[src/hw/rtl/skm_pkg.sv]
// Shared types and constants for the session keepalive monitor.
// Holds input kinds, event codes, register indexes and register reset values.
// No dependencies.
package skm_pkg;

    localparam int unsigned TIME_W     = 32;
    localparam int unsigned ID_W       = 32;
    localparam int unsigned ADDR_W     = 32;
    localparam int unsigned PORT_W     = 16;
    localparam int unsigned CHAN_W     = 16;
    localparam int unsigned SEQ_W      = 32;
    localparam int unsigned MISS_W     = 8;
    localparam int unsigned INTERVAL_W = 22;
    localparam int unsigned CFG_IDX_W  = 2;
    localparam int unsigned CFG_DATA_W = 22;

    typedef enum logic [1:0] {
        KIND_ADD  = 2'd0,
        KIND_PONG = 2'd1,
        KIND_TICK = 2'd2,
        KIND_NONE = 2'd3
    } kind_t;

    typedef enum logic [2:0] {
        EV_ADDED = 3'd0,
        EV_FULL  = 3'd1,
        EV_PROBE = 3'd2,
        EV_DEAD  = 3'd3,
        EV_DONE  = 3'd4
    } event_t;

    typedef enum logic [CFG_IDX_W-1:0] {
        REG_PROBE_INTERVAL = 2'd0,
        REG_DEAD_TIMEOUT   = 2'd1,
        REG_MISS_LIMIT     = 2'd2,
        REG_UNUSED         = 2'd3
    } reg_index_t;

    localparam logic [INTERVAL_W-1:0] PROBE_INTERVAL_RST = 22'd10000;
    localparam logic [INTERVAL_W-1:0] DEAD_TIMEOUT_RST   = 22'd30000;
    localparam logic [MISS_W-1:0]     MISS_LIMIT_RST     = 8'd3;

endpackage

[src/hw/rtl/session_keepalive_monitor_core.sv]
// Session keepalive monitor: a table of sessions with probe and liveness timing.
// Depends on skm_pkg for kinds, event codes and register definitions.
//
// Channel   Direction  Signals                                   Word
// s_axis    in         tvalid tready tdata[127:0] tuser[1:0]     add, pong or scan tick
// m_axis    out        tvalid tready tdata[127:0] tuser[2:0]     event, tlast on final
// cfg       in         valid ready index[1:0] data[21:0]         register write
//
// A pong walks the entries until one matches or the fill count is reached. A tick walks
// the used entries, skips dead ones and puts each live one through the probe check and
// then the death check, in turn on the single shared subtract and compare unit.
// Reset clears the sequencer and the fill count and loads the registers with their
// reset values; the table needs no clearing. A stalled output holds the sequencer,
// when it has a word to emit, in place until the held word is taken.
module session_keepalive_monitor_core
    import skm_pkg::*;
#(
    parameter int unsigned SESSIONS = 16
) (
    input  logic                  clk,
    input  logic                  rst_n,
    input  logic                  s_axis_tvalid,
    output logic                  s_axis_tready,
    // session identifier, peer address, UDP port, socket handle, time in ms
    input  logic [127:0]          s_axis_tdata,
    // kind
    input  logic [1:0]            s_axis_tuser,
    output logic                  m_axis_tvalid,
    input  logic                  m_axis_tready,
    // event_session, probe_sequence, probe_address, probe_port, probe_channel
    output logic [127:0]          m_axis_tdata,
    // event_res
    output logic [2:0]            m_axis_tuser,
    output logic                  m_axis_tlast,
    input  logic                  cfg_valid,
    output logic                  cfg_ready,
    input  logic [CFG_IDX_W-1:0]  cfg_index,
    input  logic [CFG_DATA_W-1:0] cfg_data
);

    localparam int unsigned CW = $clog2(SESSIONS + 1);
    localparam int unsigned IW = (SESSIONS > 1) ? $clog2(SESSIONS) : 1;

    typedef enum logic [5:0] {
        S_IDLE  = 6'b000001,
        S_ADD   = 6'b000010,
        S_PONG  = 6'b000100,
        S_PROBE = 6'b001000,
        S_DEAD  = 6'b010000,
        S_DONE  = 6'b100000
    } state_t;

    state_t state_reg, state_next;
    logic [CW-1:0] idx_reg, idx_next;
    logic [CW-1:0] used_reg, used_next;

    logic [INTERVAL_W-1:0] interval_reg;
    logic [INTERVAL_W-1:0] timeout_reg;
    logic [MISS_W-1:0]     limit_reg;

    logic [ID_W-1:0]   sid_reg;
    logic [ADDR_W-1:0] addr_reg;
    logic [PORT_W-1:0] port_reg;
    logic [CHAN_W-1:0] chan_reg;
    logic [TIME_W-1:0] now_reg;

    logic [ID_W-1:0]   ids_reg     [SESSIONS];
    logic [ADDR_W-1:0] addrs_reg   [SESSIONS];
    logic [PORT_W-1:0] ports_reg   [SESSIONS];
    logic [CHAN_W-1:0] chans_reg   [SESSIONS];
    logic [TIME_W-1:0] sent_reg    [SESSIONS];
    logic [TIME_W-1:0] heard_reg   [SESSIONS];
    logic              alive_reg   [SESSIONS];
    logic [MISS_W-1:0] miss_reg    [SESSIONS];
    logic [SEQ_W-1:0]  seq_reg     [SESSIONS];

    logic              out_valid_reg;
    event_t            out_res_reg;
    logic [ID_W-1:0]   out_sid_reg;
    logic [SEQ_W-1:0]  out_seq_reg;
    logic [ADDR_W-1:0] out_addr_reg;
    logic [PORT_W-1:0] out_port_reg;
    logic [CHAN_W-1:0] out_chan_reg;
    logic              out_last_reg;

    logic [IW-1:0]       ix;
    logic                slot_free;
    logic                in_fire;
    logic                at_end;
    logic                full;
    logic [TIME_W-1:0]   op_time;
    logic [TIME_W-1:0]   diff;
    logic [INTERVAL_W:0] thr;
    logic                hit;
    logic                id_match;
    logic                is_dead_step;

    logic   emit;
    event_t emit_res;
    logic   emit_probe;
    logic   emit_last;
    logic   wr_add;
    logic   wr_pong;
    logic   wr_probe;
    logic   wr_dead;

    assign ix            = idx_reg[IW-1:0];
    assign s_axis_tready = (state_reg == S_IDLE);
    assign cfg_ready     = 1'b1;
    assign in_fire       = s_axis_tvalid && s_axis_tready;
    assign slot_free     = !out_valid_reg || m_axis_tready;
    assign at_end        = (idx_reg == used_reg);
    assign full          = (used_reg >= CW'(SESSIONS));
    assign id_match      = (ids_reg[ix] == sid_reg);
    assign is_dead_step  = (state_reg == S_DEAD);

    // Shared unit: wrapped elapsed time against a threshold; "greater than" uses threshold + 1.
    assign op_time = is_dead_step ? heard_reg[ix] : sent_reg[ix];
    assign thr     = is_dead_step ? ({1'b0, timeout_reg} + (INTERVAL_W + 1)'(1))
                                  : {1'b0, interval_reg};
    assign diff    = now_reg - op_time;
    assign hit     = (diff >= TIME_W'(thr));

    always_comb
    begin
        state_next = state_reg;
        idx_next   = idx_reg;
        used_next  = used_reg;
        emit       = 1'b0;
        emit_res   = EV_DONE;
        emit_probe = 1'b0;
        emit_last  = 1'b0;
        wr_add     = 1'b0;
        wr_pong    = 1'b0;
        wr_probe   = 1'b0;
        wr_dead    = 1'b0;
        unique case (state_reg)
            S_IDLE:
            begin
                if (in_fire)
                begin
                    unique case (kind_t'(s_axis_tuser))
                        KIND_ADD:
                        begin
                            state_next = S_ADD;
                            idx_next   = used_reg;
                        end
                        KIND_PONG:
                        begin
                            state_next = S_PONG;
                            idx_next   = '0;
                        end
                        KIND_TICK:
                        begin
                            state_next = S_PROBE;
                            idx_next   = '0;
                        end
                        default:
                        begin
                            state_next = S_IDLE;
                        end
                    endcase
                end
            end
            S_ADD:
            begin
                if (slot_free)
                begin
                    emit       = 1'b1;
                    emit_last  = 1'b1;
                    state_next = S_IDLE;
                    if (full)
                    begin
                        emit_res = EV_FULL;
                    end
                    else
                    begin
                        emit_res  = EV_ADDED;
                        wr_add    = 1'b1;
                        used_next = used_reg + CW'(1);
                    end
                end
            end
            S_PONG:
            begin
                if (at_end)
                begin
                    state_next = S_IDLE;
                end
                else if (id_match)
                begin
                    wr_pong    = 1'b1;
                    state_next = S_IDLE;
                end
                else
                begin
                    idx_next = idx_reg + CW'(1);
                end
            end
            S_PROBE:
            begin
                if (at_end)
                begin
                    state_next = S_DONE;
                end
                else if (!alive_reg[ix])
                begin
                    idx_next = idx_reg + CW'(1);
                end
                else if (!hit)
                begin
                    state_next = S_DEAD;
                end
                else if (slot_free)
                begin
                    emit       = 1'b1;
                    emit_res   = EV_PROBE;
                    emit_probe = 1'b1;
                    wr_probe   = 1'b1;
                    state_next = S_DEAD;
                end
            end
            S_DEAD:
            begin
                if (miss_reg[ix] >= limit_reg && hit)
                begin
                    if (slot_free)
                    begin
                        emit       = 1'b1;
                        emit_res   = EV_DEAD;
                        wr_dead    = 1'b1;
                        idx_next   = idx_reg + CW'(1);
                        state_next = S_PROBE;
                    end
                end
                else
                begin
                    idx_next   = idx_reg + CW'(1);
                    state_next = S_PROBE;
                end
            end
            S_DONE:
            begin
                if (slot_free)
                begin
                    emit       = 1'b1;
                    emit_res   = EV_DONE;
                    emit_last  = 1'b1;
                    state_next = S_IDLE;
                end
            end
            default:
            begin
                state_next = S_IDLE;
            end
        endcase
    end

    always_ff @(posedge clk or negedge rst_n)
    begin
        if (!rst_n)
        begin
            state_reg     <= S_IDLE;
            idx_reg       <= '0;
            used_reg      <= '0;
            out_valid_reg <= 1'b0;
            interval_reg  <= PROBE_INTERVAL_RST;
            timeout_reg   <= DEAD_TIMEOUT_RST;
            limit_reg     <= MISS_LIMIT_RST;
        end
        else
        begin
            state_reg <= state_next;
            idx_reg   <= idx_next;
            used_reg  <= used_next;
            if (emit)
            begin
                out_valid_reg <= 1'b1;
            end
            else if (m_axis_tready)
            begin
                out_valid_reg <= 1'b0;
            end
            if (cfg_valid && cfg_ready)
            begin
                unique case (reg_index_t'(cfg_index))
                    REG_PROBE_INTERVAL: interval_reg <= cfg_data;
                    REG_DEAD_TIMEOUT:   timeout_reg  <= cfg_data;
                    REG_MISS_LIMIT:     limit_reg    <= cfg_data[MISS_W-1:0];
                    default:            limit_reg    <= limit_reg;
                endcase
            end
        end
    end

    always_ff @(posedge clk)
    begin
        if (in_fire)
        begin
            sid_reg  <= s_axis_tdata[31:0];
            addr_reg <= s_axis_tdata[63:32];
            port_reg <= s_axis_tdata[79:64];
            chan_reg <= s_axis_tdata[95:80];
            now_reg  <= s_axis_tdata[127:96];
        end
        if (wr_add)
        begin
            ids_reg[ix]   <= sid_reg;
            addrs_reg[ix] <= addr_reg;
            ports_reg[ix] <= port_reg;
            chans_reg[ix] <= chan_reg;
            sent_reg[ix]  <= now_reg;
            heard_reg[ix] <= now_reg;
            alive_reg[ix] <= 1'b1;
            miss_reg[ix]  <= '0;
            seq_reg[ix]   <= '0;
        end
        if (wr_pong)
        begin
            heard_reg[ix] <= now_reg;
            miss_reg[ix]  <= '0;
        end
        if (wr_probe)
        begin
            seq_reg[ix]  <= seq_reg[ix] + SEQ_W'(1);
            sent_reg[ix] <= now_reg;
            if (miss_reg[ix] != {MISS_W{1'b1}})
            begin
                miss_reg[ix] <= miss_reg[ix] + MISS_W'(1);
            end
        end
        if (wr_dead)
        begin
            alive_reg[ix] <= 1'b0;
        end
        if (emit)
        begin
            out_res_reg  <= emit_res;
            out_last_reg <= emit_last;
            out_sid_reg  <= (emit_res == EV_DONE) ? '0 : ((state_reg == S_ADD) ? sid_reg
                                                                            : ids_reg[ix]);
            out_seq_reg  <= emit_probe ? seq_reg[ix]   : '0;
            out_addr_reg <= emit_probe ? addrs_reg[ix] : '0;
            out_port_reg <= emit_probe ? ports_reg[ix] : '0;
            out_chan_reg <= emit_probe ? chans_reg[ix] : '0;
        end
    end

    assign m_axis_tvalid = out_valid_reg;
    assign m_axis_tuser  = out_res_reg;
    assign m_axis_tlast  = out_last_reg;
    assign m_axis_tdata  = {out_chan_reg, out_port_reg, out_addr_reg, out_seq_reg, out_sid_reg};

    a_used_bounded: assert property (@(posedge clk) disable iff (!rst_n)
        used_reg <= CW'(SESSIONS))
        else $error("fill count exceeds table size");

    a_dead_in_range: assert property (@(posedge clk) disable iff (!rst_n)
        state_reg == S_DEAD |-> idx_reg < used_reg)
        else $error("death check outside used entries");

    a_walk_in_range: assert property (@(posedge clk) disable iff (!rst_n)
        (state_reg == S_PROBE || state_reg == S_PONG) |-> idx_reg <= used_reg)
        else $error("walk index passed fill count");

    a_last_kind: assert property (@(posedge clk) disable iff (!rst_n)
        (m_axis_tvalid && m_axis_tlast) |->
            (m_axis_tuser == EV_ADDED || m_axis_tuser == EV_FULL || m_axis_tuser == EV_DONE))
        else $error("final word carries a probe or death event");

    a_emit_needs_slot: assert property (@(posedge clk) disable iff (!rst_n)
        (out_valid_reg && !m_axis_tready) |=> $stable(out_sid_reg) && $stable(out_res_reg))
        else $error("held output word was overwritten");

endmodule

[config.mk]
export PLATFORM = sky130hd
export DESIGN_NAME = session_keepalive_monitor_core
export DESIGN_NICKNAME = d
export VERILOG_FILES = /design/src/hw/rtl/skm_pkg.sv /design/src/hw/rtl/session_keepalive_monitor_core.sv
export SDC_FILE = /design/constraint.sdc
export NUM_CORES = 2
export LEC_CHECK = 0
export BUFFER_PORTS_ARGS = -buffer_cell sky130_fd_sc_hd__buf_2
export CAP_MARGIN = 20
export CORE_MARGIN = 4
export CORE_UTILIZATION = 60
export CTS_CLUSTER_SIZE = 20
export DETAILED_ROUTE_END_ITERATION = 7
export GPL_TIMING_DRIVEN = 1
export MAX_ROUTING_LAYER = met4
export PLACE_DENSITY_LB_ADDON = 0.05
export SETUP_SLACK_MARGIN = 0.3
export SYNTH_ARGS = -nofsm -noshare
export SYNTH_HDL_FRONTEND = slang
export SYNTH_SLANG_ARGS = --single-unit
[constraint.sdc]
create_clock -name clk -period 16.4 [get_ports clk]
set_input_delay 2.46 -clock clk [delete_from_list [all_inputs] [get_ports clk]]
set_output_delay 2.46 -clock clk [all_outputs]
set_load 0.03 [all_outputs]
### Word level (Yosys, flattened, before mapping)

Memory sizes are Yosys's and may differ from the RTL's. A register that Yosys moved wholly into a read port is not among the register bits.
Index checks and enable logic that the tools add are counted.
W data, S select, Z words.

* bits in registers: 265
* bits in writable memories: 3216
* word-level logic and storage cells: 151
* memories kept: 9

* mux-type cells: 66
* reduce and logical (&&, ||, !) cells: 19
* bitwise logic cells: 7
* magnitude comparators: 3
* eq/ne operators: 25
* add/subtract/negate cells: 6

Memories
* addrs_reg: words 16, bits a word 32, read ports 1, clocked after Yosys merged registers in 1, write ports 1, RTL line session_keepalive_monitor_core.sv:68 `logic [ADDR_W-1:0] addrs_reg [SESSIONS];`
* heard_reg: words 16, bits a word 32, read ports 1, clocked after Yosys merged registers in 0, write ports 1, RTL line session_keepalive_monitor_core.sv:72 `logic [TIME_W-1:0] heard_reg [SESSIONS];`
* ids_reg: words 16, bits a word 32, read ports 1, clocked after Yosys merged registers in 0, write ports 1, RTL line session_keepalive_monitor_core.sv:67 `logic [ID_W-1:0] ids_reg [SESSIONS];`
* sent_reg: words 16, bits a word 32, read ports 1, clocked after Yosys merged registers in 0, write ports 1, RTL line session_keepalive_monitor_core.sv:71 `logic [TIME_W-1:0] sent_reg [SESSIONS];`
* seq_reg: words 16, bits a word 32, read ports 1, clocked after Yosys merged registers in 0, write ports 1, RTL line session_keepalive_monitor_core.sv:75 `logic [SEQ_W-1:0] seq_reg [SESSIONS];`
* chans_reg: words 16, bits a word 16, read ports 1, clocked after Yosys merged registers in 1, write ports 1, RTL line session_keepalive_monitor_core.sv:70 `logic [CHAN_W-1:0] chans_reg [SESSIONS];`
* 3 more memories

Operator list (count)
* $mux W32: 5
* $mux W6: 10
* $mux W5: 7
* $add A32 B1 Y32 const B: 1
* $eq A32 B32 Y1: 1
* $ge A32 B23 Y1: 1
* $sub A32 B32 Y32: 1
* $pmux W6 S5: 1
* $mux W1: 28
* $add A22 B1 Y23 const B: 1
* $mux W23: 1
* $mux W3: 7
* $pmux W5 S4: 1
* $mux W8: 2
* $pmux W4 S3: 1
* $add A5 B1 Y5 const B: 2
* $pmux W5 S2: 1
* $ne A3 B3 Y1 const B: 3
* $pmux W3 S3: 1
* $add A8 B1 Y8 const B: 1
* $ge A8 B8 Y1: 1
* $ne A2 B2 Y1 const B: 4
* $ne A8 B8 Y1 const B: 1
* $reduce_and A8 Y1: 1
* 27 further kinds: 43

### Longest topological paths before layout

* word-level depth: 11
* mapped depth: 35

### Worst setup path after synthesis

OpenSTA, ideal clock, no wires.

* kind: register to register
* start point: register idx_reg[0]
* end point: register out_last_reg, in the netlist m_axis_tlast (enable)
* library setup time: 1.479 ns
* required time: 14.921 ns
* slack: 3.860 ns
* stages on the path, launching flop included: 35
* period minus slack after synthesis: 12.540 ns
* arrival time: 11.061 ns
* path buffers: 11
* cells stage by stage: dfrtp_1 -> buf_6 -> buf_12 -> buf_12 -> buf_6 -> buf_6 -> buf_6 -> buf_4 -> buf_4 -> buf_2 -> clkbuf_1 -> buf_2 -> mux4_2 -> mux4_2 -> mux2i_1 -> ha_1 -> a21oi_1 -> o21ai_0 -> nor2b_1 -> or4_1 -> a21boi_0 -> o21ai_0 -> a21bo_2 -> a21o_1 -> a21oi_1 -> xnor2_1 -> ha_1 -> a21o_1 -> a21o_1 -> a211oi_1 -> and4b_1 -> nand4_1 -> or3_1 -> nand3_1 -> o211ai_1

* cells in the longest elaborated chain, start to end: 8
* elaborated cells on any way between the ends: 15

Ends and longest elaborated chain
* start: declaration: RTL line session_keepalive_monitor_core.sv:54 `logic [CW-1:0] idx_reg, idx_next;`
* start signal: assignment: RTL line session_keepalive_monitor_core.sv:274 `idx_reg <= idx_next;`
* $mem_v2 Z16 W32 (on tied branches)
* $mux W32: RTL line session_keepalive_monitor_core.sv:118 `assign op_time = is_dead_step ? heard_reg[ix] : sent_reg[ix];`
* $sub A32 B32 Y32: RTL line session_keepalive_monitor_core.sv:121 `assign diff = now_reg - op_time;`
* $ge A32 B23 Y1: RTL line session_keepalive_monitor_core.sv:122 `assign hit = (diff >= TIME_W'(thr));`
* $mux W1: RTL line session_keepalive_monitor_core.sv:210 `else if (!hit)`
* $mux W1: RTL line session_keepalive_monitor_core.sv:206 `else if (!alive_reg[ix])`
* $mux W1: RTL line session_keepalive_monitor_core.sv:202 `if (at_end)`
* $pmux W1 S3 (*): RTL line session_keepalive_monitor_core.sv:137 `unique case (state_reg)`
* named net emit: RTL line session_keepalive_monitor_core.sv:98 `logic emit;`
* end signal: assignment: RTL line session_keepalive_monitor_core.sv:339 `out_last_reg <= emit_last;`
* end: declaration: RTL line session_keepalive_monitor_core.sv:84 `logic out_last_reg;`

Mark *: on every way through the listed nets, which the timed path passes. The rest lies on a longest branch.
A chain may end at the register's enable or synchronous reset.

### Worst setup path in the final report

* start point: register idx_reg[0]
* end point: memory seq_reg[4][10] (enable)

* cells in the longest elaborated chain, start to end: 11
* elaborated cells on any way between the ends: 14

Ends and longest elaborated chain
* $mem_v2 Z16 W32 (on tied branches)
* $mux W32: RTL line session_keepalive_monitor_core.sv:118
* $sub A32 B32 Y32: RTL line session_keepalive_monitor_core.sv:121
* $ge A32 B23 Y1: RTL line session_keepalive_monitor_core.sv:122
* $mux W1: RTL line session_keepalive_monitor_core.sv:210
* $mux W1: RTL line session_keepalive_monitor_core.sv:206
* $mux W1: RTL line session_keepalive_monitor_core.sv:202
* $mux W1: RTL line session_keepalive_monitor_core.sv:137
* $mux W1: RTL line session_keepalive_monitor_core.sv:323 `if (wr_probe)`
* $mux W1 (not written as such): RTL line session_keepalive_monitor_core.sv:325 `seq_reg[ix] <= seq_reg[ix] + SEQ_W'(1);`
* $or A1 B1 Y1 (no line)
* end: declaration: RTL line session_keepalive_monitor_core.sv:75

Several ways; a longest one is shown, not always the timed one.

==> qor.yml <==
outcome: "complete, no violations"
ys_types: 91
synth_edf_count: 3476
drv_cap: 0
synthArstFlopShare_pct: 1.95
wire_per_inst_um: 32.1
num_io_pins: 294
setup.worst_path.start_class: "flop"
layout_setup_ws_ns: 6.35
fin_crit_ns: 10.05
first_global_vias: 66400
die_x_um: 489
tritoncts: "yes"
layout_commonest_cell: "edfxtp_1"
critPathKind: "flop to flop"
post-cts-setup-buffer-count: 0
ir_worst_vdd_mv: 0.157
reg2regPathDepth: 25
cts_resized: 0
grtUsageTotal_pct: 28.2
ys_seq_elements: 3545
drive_gt1_share_pct: 29.6
route.detailed.drc: 0
crit_fanout: 42
dieArea_sq_um: 239000
synthXorXnorAreaFrac_pct: 0.908
wl_mm: 322
layout.nets: 6914
clk_pin_slew_ns: 0.06
layout_common_cells: "edfxtp_1 (3476), mux4_2 (935), clkbuf_16 (372)"
avgSynthCellArea_sq_um: 22.5
cts_buffers: 367
clock-sinks: 3545
coreArea_sq_um: 230000
synth-compound-area-share_pct: 1.37
clock-skew-final_ns: 0.0680
syn_nets: 6399
netlist_area_sq_um: 139000
worst_pin_slew_ns: 1.16
seq_power_share_pct: 44.4
hpwlAfterDp_mm: 166
die_h_um: 489
switching_share_pct: 27.9
p_sw_mw: 6.97
drtIter0Drc: 7193
synth_mux_area_share_pct: 17.2
grt_pass1_wl_mm: 469
synth_top_family_by_area: "multiplexers"
grt_max_degree: 153
tns_ns: 0
area_delta_synth_final_pct: 12.4
drtAntennaViolNets: 0
power.density_nw_per_um2: 160
arrival_ns: 10.59
start_util_pct: 60.4
cts_buffer_depth: 4
hold_path_depth: 1
slew_headroom_pct: 22.8
hold_class: "flop to flop"
cpPeakStageDelay_ns: 0.93
fmax_ghz: 0.0995
finalInstanceArea_sq_um: 156000
clock_latency_ns: 0.95
p_total_mw: 25.0
total_leakage_power_nw: 49.9
ys.flop_type: "edfxtp_1"
synthAdderAreaFrac_pct: 0.699
post-place-ws_ns: 6.25
viasPerCell: 6.53
cts_max_level: 5
final_hold_viol_count: 0
yosysSeqAreaShare_pct: 76.4
synthSimpleGateAreaFrac_pct: 2.20
clkPwrFrac_pct: 32.3
maxSlewViolCount: 0
antenna_found_initial: 29
io_buffers: 292
drtPass1Iterations: 7
syn_inst: 6163
p_comb_share_pct: 23.3
crit_slowest_cell: "dfrtp_4"
holdBufCountCts: 0
rows: 176
cts-root-buf: "clkbuf_16"
yosysWarnings: 0
setup_viol: 0
rsz0062_at_grt: "false"
overflow: 0
p_int_mw: 18.1
postPlaceCellArea_sq_um: 144000
critPathRequiredTime_ns: 16.94
finalCritPeriodShare_pct: 61.3
critPathCaptureType: "flop"
vias: 65300
gp_congestion: 0.878
-- per-layer routing --
metal  GRT usage, %  up-vias  share of wire, %
met2           43.9     2778                49
met5              -        -                 0
met1           39.5    35000                40
met4           7.58        0               2.7
met3           4.81      531               7.7
li1               -    27000                 -
-- power by group through the flow --
stage / clock network (mW) / registers, mW / logic [mW]
floorplan: 0 / 11.4 / 4.15
global placement: 0 / 11.3 / 5.82
detailed placement: 0 / 11.3 / 5.88
CTS: 8.20 / 11.1 / 5.90
global route: 8.60 / 11.2 / 6.28
finish: 8.08 / 11.1 / 5.83
-- through the flow --
step           cells  hold slack [ns]  utilization (%)
2_1_floorplan   6163            0.479                -
3_3_place_gp    9329            0.491             62.7
3_5_place_dp    9334            0.496             62.8
4_1_cts         9979            0.509             67.8
5_1_grt        10000            0.527             67.8
6_report       10000            0.509             67.8
-- final cells by class --
type / instances / area (sq um)
sequential: 3545 / 106000
multi-input combinational: 2290 / 31500
clock buffer: 439 / 9560
antenna: 25 / 62.6
tap: 3026 / 3790
timing repair buffer: 441 / 2890
fill: 14300 / 74100
inverter: 33 / 136
clock inverter: 206 / 2020
-- worst paths after layout --
kind	start	to	slack [ns]
worst max-delay path	idx_reg[0]$_DFFE_PN0P_	seq_reg[4][10]$_DFFE_PP_	6.35
worst min-delay path	interval_reg[19]$_DFFE_PN0P_	interval_reg[19]$_DFFE_PN0P_	0.51
worst max register to register	idx_reg[0]$_DFFE_PN0P_	seq_reg[4][10]$_DFFE_PP_	6.35
worst min register to register	interval_reg[19]$_DFFE_PN0P_	interval_reg[19]$_DFFE_PN0P_	0.51
max in group asynchronous	rst_n	interval_reg[4]$_DFFE_PN1P_	13.87
min in group asynchronous	rst_n	limit_reg[5]$_DFFE_PN0P_	1.51
-- critical path, delay by kind of cell, from the launching register on --
kind	cells	cell delay [ns]
AOI/OAI and AO/OA	9	2.23
buffers and inverters	2	1.28
muxes	3	1.33
xor gates and xnor gates	1	0.14
and+or+nand+nor	8	2.96
adders and majority gates	2	0.64
DFF	1	0.93
-- logic make-up (layout without fill, tap and decap cells) --
logic type	Yosys count	in the layout
multiplexers	1164	1164
flip-flops	3545	3545
adder cells (fa/ha/maj)	77	77
buffers and inverters	328	1119
AND/OR/NAND/NOR	622	622
other	1	26
AO/OA/AOI/OAI	282	282
XOR/XNOR	144	144
-- cells in the mapped netlist, types with 16 or more instances --
cell type	instances	area, sq um
dfrtp_1	54	1350
ha_1	76	951
nand2_1	124	465
mux4_2	935	21100
a211oi_1	22	165
clkbuf_1	139	522
nor3_1	51	255
nand4_1	25	156
and3_1	16	100
mux2i_1	129	1290
a21oi_1	84	420
and2_1	107	669
nor2_1	192	721
xnor2_1	87	762
a21o_1	21	158
buf_4	20	150
mux2_2	73	822
nand3_1	35	175
o21ai_0	40	200
buf_2	98	490
inv_1	29	109
xor2_1	57	499
edfxtp_1	3476	104000
mux4_1	26	683
No activity file was read; power rests on OpenSTA's default activity.
